$ cat config.mk
export PLATFORM = sky130hd
export DESIGN_NAME = sorted_priority_queue_core
export DESIGN_NICKNAME = d
export VERILOG_FILES = /design/src/rtl/core/spq_pkg.sv /design/src/rtl/core/spq_cell.sv /design/src/rtl/core/sorted_priority_queue_core.sv
export SDC_FILE = /design/constraint.sdc
export NUM_CORES = 2
export LEC_CHECK = 0
export CORE_MARGIN = 5
export CORE_UTILIZATION = 55
export DETAILED_ROUTE_END_ITERATION = 8
export DONT_BUFFER_PORTS = 1
export PLACE_DENSITY = 0.7
export SLEW_MARGIN = 20
export SYNTH_ARGS = -nofsm -noshare
export SYNTH_HDL_FRONTEND = slang
export SYNTH_SLANG_ARGS = --single-unit
$ cat constraint.sdc
create_clock -name clk -period 14.65 [get_ports clk]
set_input_delay 2.93 -clock clk [delete_from_list [all_inputs] [get_ports clk]]
set_output_delay 2.93 -clock clk [all_outputs]
set_load 0.005 [all_outputs]
$ cat src/rtl/core/spq_pkg.sv
// Shared types and codes for the sorted priority queue core.
`timescale 1ns / 1ps
package spq_pkg;

  localparam int DATA_W = 32;
  localparam int OP_W   = 2;
  localparam int ST_W   = 2;
  localparam int POS_W  = 4;
  localparam int OCC_W  = 5;

  localparam logic [OP_W-1:0] OP_INSERT = 2'd0;
  localparam logic [OP_W-1:0] OP_REMOVE = 2'd1;
  localparam logic [OP_W-1:0] OP_FIND   = 2'd2;

  localparam logic [ST_W-1:0] ST_OK        = 2'd0;
  localparam logic [ST_W-1:0] ST_NOT_FOUND = 2'd1;
  localparam logic [ST_W-1:0] ST_FULL      = 2'd2;

  // Broadcast from the controller to every cell
  typedef struct packed {
    logic                     ins;
    logic                     rem;
    logic signed [DATA_W-1:0] operand;
  } spq_ctrl_t;

  // What one cell shows its neighbors
  typedef struct packed {
    logic                     valid;
    logic                     gt;
    logic signed [DATA_W-1:0] value;
  } spq_link_t;

endpackage

$ cat src/rtl/core/spq_cell.sv
// One storage cell of the sorted queue: holds an entry, compares, shifts.
`timescale 1ns / 1ps
module spq_cell (
  input  logic              clk,
  input  logic              rst,
  input  spq_pkg::spq_ctrl_t ctrl,
  input  spq_pkg::spq_link_t left,
  input  spq_pkg::spq_link_t right,
  output spq_pkg::spq_link_t own,
  output logic              eq,
  output logic              bnd
);
  import spq_pkg::*;

  logic                     valid;
  logic                     valid_next;
  logic signed [DATA_W-1:0] value;
  logic signed [DATA_W-1:0] value_next;
  logic                     gt;

  // Compare the stored entry against the broadcast operand
  assign gt  = valid && (value > ctrl.operand);
  assign eq  = valid && (value == ctrl.operand);
  // First cell not greater than the operand
  assign bnd = !gt && left.gt;

  assign own.valid = valid;
  assign own.gt    = gt;
  assign own.value = value;

  // Take the new word, shift in from the left, or close the gap from the right
  always_comb begin
    value_next = value;
    valid_next = valid;
    if (ctrl.ins) begin
      if (!gt && left.gt) begin
        value_next = ctrl.operand;
        valid_next = 1'b1;
      end else if (!left.gt && left.valid) begin
        value_next = left.value;
        valid_next = 1'b1;
      end
    end else if (ctrl.rem && !gt) begin
      value_next = right.value;
      valid_next = right.valid;
    end
  end

  always_ff @(posedge clk) begin
    if (rst) begin
      valid <= 1'b0;
    end else begin
      valid <= valid_next;
    end
  end

  always_ff @(posedge clk) begin
    value <= value_next;
  end

endmodule

$ cat src/rtl/core/sorted_priority_queue_core.sv
// Top level of the sorted priority queue: cell chain, controller, result register.
// The result strobe is registered and rises in the cycle after start is accepted.
// Throughput: one operation per cycle; the compare and shift are combinational in the
// cell chain, so busy stays low.
// Reset: synchronous, active high; empties the queue and drops any pending result.
// The receiver cannot stall: each result is shown for exactly one cycle.
`timescale 1ns / 1ps
module sorted_priority_queue_core #(
  parameter int DEPTH = 16
) (
  input  logic                              clk,
  input  logic                              rst,
  input  logic                              start,
  output logic                              busy,
  input  logic [spq_pkg::OP_W-1:0]          opcode,
  input  logic signed [spq_pkg::DATA_W-1:0] operand_value,
  output logic                              done,
  output logic [spq_pkg::ST_W-1:0]          status,
  output logic [spq_pkg::POS_W-1:0]         position,
  output logic [spq_pkg::OCC_W-1:0]         occupancy,
  output logic signed [spq_pkg::DATA_W-1:0] head_value,
  output logic                              is_empty
);
  import spq_pkg::*;

  localparam int IW = $clog2(DEPTH);
  localparam int CW = $clog2(DEPTH + 1);

  spq_ctrl_t        ctrl;
  spq_link_t        lnk      [DEPTH];
  spq_link_t        left_in  [DEPTH];
  spq_link_t        right_in [DEPTH];
  logic [DEPTH-1:0] eq_vec;
  logic [DEPTH-1:0] bnd_vec;
  logic [DEPTH-1:0] valid_vec;

  logic          accept;
  logic          found;
  logic          full;
  logic [IW-1:0] pos_idx;
  logic [CW-1:0] count;
  logic [CW-1:0] count_next;
  logic [ST_W-1:0]  status_next;
  logic [POS_W-1:0] position_next;

  assign busy   = 1'b0;
  assign accept = start && !busy;

  assign found = |eq_vec;
  assign full  = (count == CW'(DEPTH));

  // Drive the broadcast controls
  assign ctrl.ins     = accept && (opcode == OP_INSERT) && !full;
  assign ctrl.rem     = accept && (opcode == OP_REMOVE) && found;
  assign ctrl.operand = operand_value;

  // Build the cell chain
  for (genvar i = 0; i < DEPTH; i++) begin : g_cell
    if (i == 0) begin : g_first
      assign left_in[i] = '{valid: 1'b1, gt: 1'b1, value: '0};
    end else begin : g_mid
      assign left_in[i] = lnk[i-1];
    end
    if (i == DEPTH - 1) begin : g_last
      assign right_in[i] = '{valid: 1'b0, gt: 1'b0, value: '0};
    end else begin : g_inner
      assign right_in[i] = lnk[i+1];
    end
    assign valid_vec[i] = lnk[i].valid;

    spq_cell u_cell (
      .clk   (clk),
      .rst   (rst),
      .ctrl  (ctrl),
      .left  (left_in[i]),
      .right (right_in[i]),
      .own   (lnk[i]),
      .eq    (eq_vec[i]),
      .bnd   (bnd_vec[i])
    );
  end

  // Encode the one-hot boundary into an index
  always_comb begin
    pos_idx = '0;
    for (int i = 0; i < DEPTH; i++) begin
      if (bnd_vec[i]) begin
        pos_idx = pos_idx | IW'(i);
      end
    end
  end

  // Decide status, position and the new count
  always_comb begin
    status_next   = ST_NOT_FOUND;
    position_next = '0;
    count_next    = count;
    unique case (opcode)
      OP_INSERT: begin
        if (full) begin
          status_next = ST_FULL;
        end else begin
          status_next   = ST_OK;
          position_next = POS_W'(pos_idx);
          count_next    = count + CW'(1);
        end
      end
      OP_REMOVE: begin
        if (found) begin
          status_next   = ST_OK;
          position_next = POS_W'(pos_idx);
          count_next    = count - CW'(1);
        end
      end
      OP_FIND: begin
        if (found) begin
          status_next   = ST_OK;
          position_next = POS_W'(pos_idx);
        end
      end
      default: begin
        status_next = ST_NOT_FOUND;
      end
    endcase
  end

  // Hold the count and the result strobe
  always_ff @(posedge clk) begin
    if (rst) begin
      count <= '0;
      done  <= 1'b0;
    end else begin
      done <= accept;
      if (accept) begin
        count <= count_next;
      end
    end
  end

  always_ff @(posedge clk) begin
    if (accept) begin
      status   <= status_next;
      position <= position_next;
    end
  end

  // State after the operation: occupancy and empty flag from the count, head straight from the chain
  assign occupancy  = OCC_W'(count);
  assign is_empty   = (count == '0);
  assign head_value = lnk[0].valid ? lnk[0].value : '0;

  a_done_follows_accept : assert property (@(posedge clk) disable iff (rst)
    done |-> $past(accept))
    else $error("result strobe without an accepted word");

  a_count_bound : assert property (@(posedge clk) disable iff (rst)
    count <= CW'(DEPTH))
    else $error("occupancy exceeds depth");

  a_valid_packed : assert property (@(posedge clk) disable iff (rst)
    ((valid_vec + DEPTH'(1)) & valid_vec) == '0)
    else $error("valid cells not packed at the head");

  a_count_matches : assert property (@(posedge clk) disable iff (rst)
    $countones(valid_vec) == int'(count))
    else $error("count disagrees with valid cells");

endmodule
==> flow_summary.ini <==
[run_status]
status = finished clean

[clock_network]
post-cts-setup-buffer-count = 0
cts_max_level = 3
clk_path_buf_depth = 3
hold_buffers = 0
clockRootBuffer = clkbuf_16
ctsResizeCount = 0
cts_buffers = 67
cts_sinks = 540
cts_tree = done
worstSkewPairLatency_ns = 0.63
clk_pin_slew_worst_paths_ns = 0.06

[cells_and_area]
multiInputGateArea_um2 = 22110
seq_area_um2 = 16000
area_growth_pct = 7.929
fin_cells = 4784
nNetsFinal = 4351
drive_gt1_share_pct = 4.710
fillCellCount = 5870

[placed_design]
hpwl_um = 86490
io_buffers = 0
routabilityCongestion = 1.013
dpl.cell_count = 4664

[synth]
async_flop_share_pct = 0
synth_area_leaders = edfxtp_1 (40%), ha_1 (17%), mux2i_1 (13%)
synth_warnings = 0
synth_nets = 4443
yosysUniqueCellTypes = 75
synth_top_area_cell = edfxtp_1
synthesis.area_um2 = 39070
syn_inst = 3887
synth-edff-count = 518
ys_seq_elements = 540
synth_seq_area_share_pct = 40.94
synth_ff_type = edfxtp_1
synth.avg_cell_area_um2 = 10.05
synth_top_area_share_pct = 39.81

[die]
dieHeight_um = 276.5
coreArea_um2 = 70270
row_count = 97
initial_core_util_pct = 55.60
die-area_um2 = 76470
die_w_um = 276.5
ios = 83

[worst_setup_path]
cp_common_cell = nand2_1
cpMaxStageDelayCell = nor4_1
reg2reg_slack_ns = 9.41
crit_chain = inv_1 > ha_1 > nand4_1 > nor4_1 > nand3_1 > o2111ai_1 > nor4_2 > or2_2 > nor2_1 > nand2_1 > nand2_1 > buf_4
crit_path_max_fanout = 17
r2r_end = g_cell[15].u_cell.value[2]$_SDFFCE_PN0P_
worstSetupStartpointType = input port
reg2reg_depth = 11
path_class = in -> reg
required_ns = 14.92
slowest_delay_ns = 0.75
crit_arrival_ns = 7.92
endpoint_kind = flop
timing.rr.start = g_cell[9].u_cell.value[31]$_DFFE_PP_

[detailed_routing]
wl_per_cell_um = 24.52
highest_layer = met4
drc = 0
ant_nets = 0
finalWirelength_um = 117300
wl_met2_um = 52770
wl_met3_um = 9460
drt_first_pass_iters = 8
vias = 30980
avgViaCountPerCell = 6.476
wl_met1_um = 50880
drt_iter0_drc = 3259

[worst_hold_path]
worstHoldPathCells = 2
holdCritPathClass = reg -> reg
worstHoldStart = g_cell[6].u_cell.valid$_SDFFE_PP0P_
holdPathEnd = g_cell[6].u_cell.valid$_SDFFE_PP0P_

[power]
max-vdd-ir-drop_mv = 0.07426
leakagePower_nw = 18.31
power.density_nw_per_um2 = 86.23

[sta]
final_hold_viol_count = 0
fin_hold_ws_ns = 0.5550
tightest_slew_ns = 1.111
rsz0062_at_grt = false
setup_tns_ns = 0
fmax_mhz = 130.7
fin_skew_ns = 0.03481
slew_viol_final = 0
period_share_pct = 52.22
setup_viol = 0
fin_crit_ns = 7.651
slew_headroom_pct = 25.95

[grt]
grt_pass1_wl_um = 179900
grt_pass1_vias = 29770
overflow = 0
grt_max_degree = 264
grt_antenna_before_repair = 0
grt_use_total_pct = 29.49

[flow_run]
maxCapViolCount = 0
[worst max-delay path, delay by kind of cell]
kind / cells / cell delay [ns]
simple gates: 8 / 3.20
compound gates: 1 / 0.37
fa+ha+maj: 1 / 0.37
buf+inv: 2 / 1.01
[report_power, final]
part,switching [mW],internal (mW),total [mW]
registers,0.00663,1.69,1.69
logic,0.194,0.105,0.299
clock network,0.686,0.957,1.64
[stage by stage]
step / total power, mW / util [%] / setup slack [ns] / instance area [µm²]
2_1_floorplan: 1.946 / - / 6.292 / 39070
3_3_place_gp: 2.009 / 56.92 / 6.568 / 40000
3_5_place_dp: 2.018 / 56.92 / 6.499 / 40000
4_1_cts: 3.652 / 59.92 / 7.140 / 42110
5_1_grt: 3.754 / 60.01 / 6.855 / 42170
6_report: 3.636 / 60.01 / 6.999 / 42170
[routing by layer]
metal / vias up / track usage (%)
li1: 14510 / -
met1: 14960 / 41.50
met2: 1281 / 46.69
met3: 228 / 4.606
met4: 0 / 10.44
met5: - / 0
[placed cells by master, fill, tap and decap left out, drive strengths merged, types with 6 or more instances in the layout]
master and instances:
a2111oi 7, a211oi 19, a21boi 9, a21o 49
a21oi 211, a221o 8, a221oi 15, and2 34
and3 9, and4 10, buf 52, clkbuf 86
clkinv 21, dfxtp 22, edfxtp 518, ha 518
inv 90, mux2i 489, nand2 590, nand2b 16
nand3 83, nand3b 6, nand4 126, nor2 73
nor2b 25, nor3 41, nor4 32, o2111ai 7
o211ai 14, o21a 7, o21ai 559, or3 6
xnor2 6, xor2 10
[layout make-up]
| cell class | count | area share (%) |
|---|---|---|
| Multi-Input combinational cell | 3047 | 52.43 |
| Clock buffer | 86 | 4.270 |
| Clock inverter | 31 | 0.7240 |
| Antenna cell | 1 | 0.005934 |
| Sequential cell | 540 | 37.93 |
| Tap cell | 940 | 2.789 |
| Inverter | 87 | 0.7744 |
| Timing Repair Buffer | 52 | 1.080 |
[synthesized netlist by cell type, drive strengths merged, types with 49 or more instances]
master / count
nand2: 590
o21ai: 559
edfxtp: 518
ha: 518
mux2i: 489
a21oi: 211
clkbuf: 161
nand4: 126
inv: 87
nand3: 83
nor2: 73
buf: 52
a21o: 49
[logic make-up (layout without fill, tap and decap cells)]
| family | count (synthesis) | after routing | synth area share [%] |
|---|---|---|---|
| mux | 492 | 492 | 12.61 |
| simple gates | 1063 | 1063 | 12.56 |
| fa+ha+maj | 519 | 519 | 16.64 |
| other cells | 1 | 2 | 0.009598 |
| compound gates | 956 | 956 | 13.81 |
| buf+inv | 300 | 256 | 3.071 |
| xor+xnor | 16 | 16 | 0.3587 |
| flops | 540 | 540 | 40.94 |
[how the worst max path moves through the flow]
stage                                 start                                         to  slack, ns  cells past startpoint
final                     operand_value[31]   g_cell[15].u_cell.value[2]$_SDFFCE_PN0P_       7.00                     12
after floorplan           operand_value[31]       g_cell[11].u_cell.value[0]$_DFFE_PP_       6.29                     12
after global routing      operand_value[31]  g_cell[15].u_cell.value[12]$_SDFFCE_PN0P_       6.86                     12
after detailed placement  operand_value[26]        g_cell[3].u_cell.value[7]$_DFFE_PP_       6.50                     11
after global placement    operand_value[31]        g_cell[3].u_cell.value[7]$_DFFE_PP_       6.57                     11
after CTS                 operand_value[26]       g_cell[3].u_cell.value[24]$_DFFE_PP_       7.14                     11
[sequential cells by signal, indices dropped and copies added, names as in the netlist]
register	count
occupancy	5
position	4
g_cell.u_cell.valid	16
done	1
status	2
g_cell.u_cell.value	512
No activity file was read; power rests on OpenSTA's default activity.
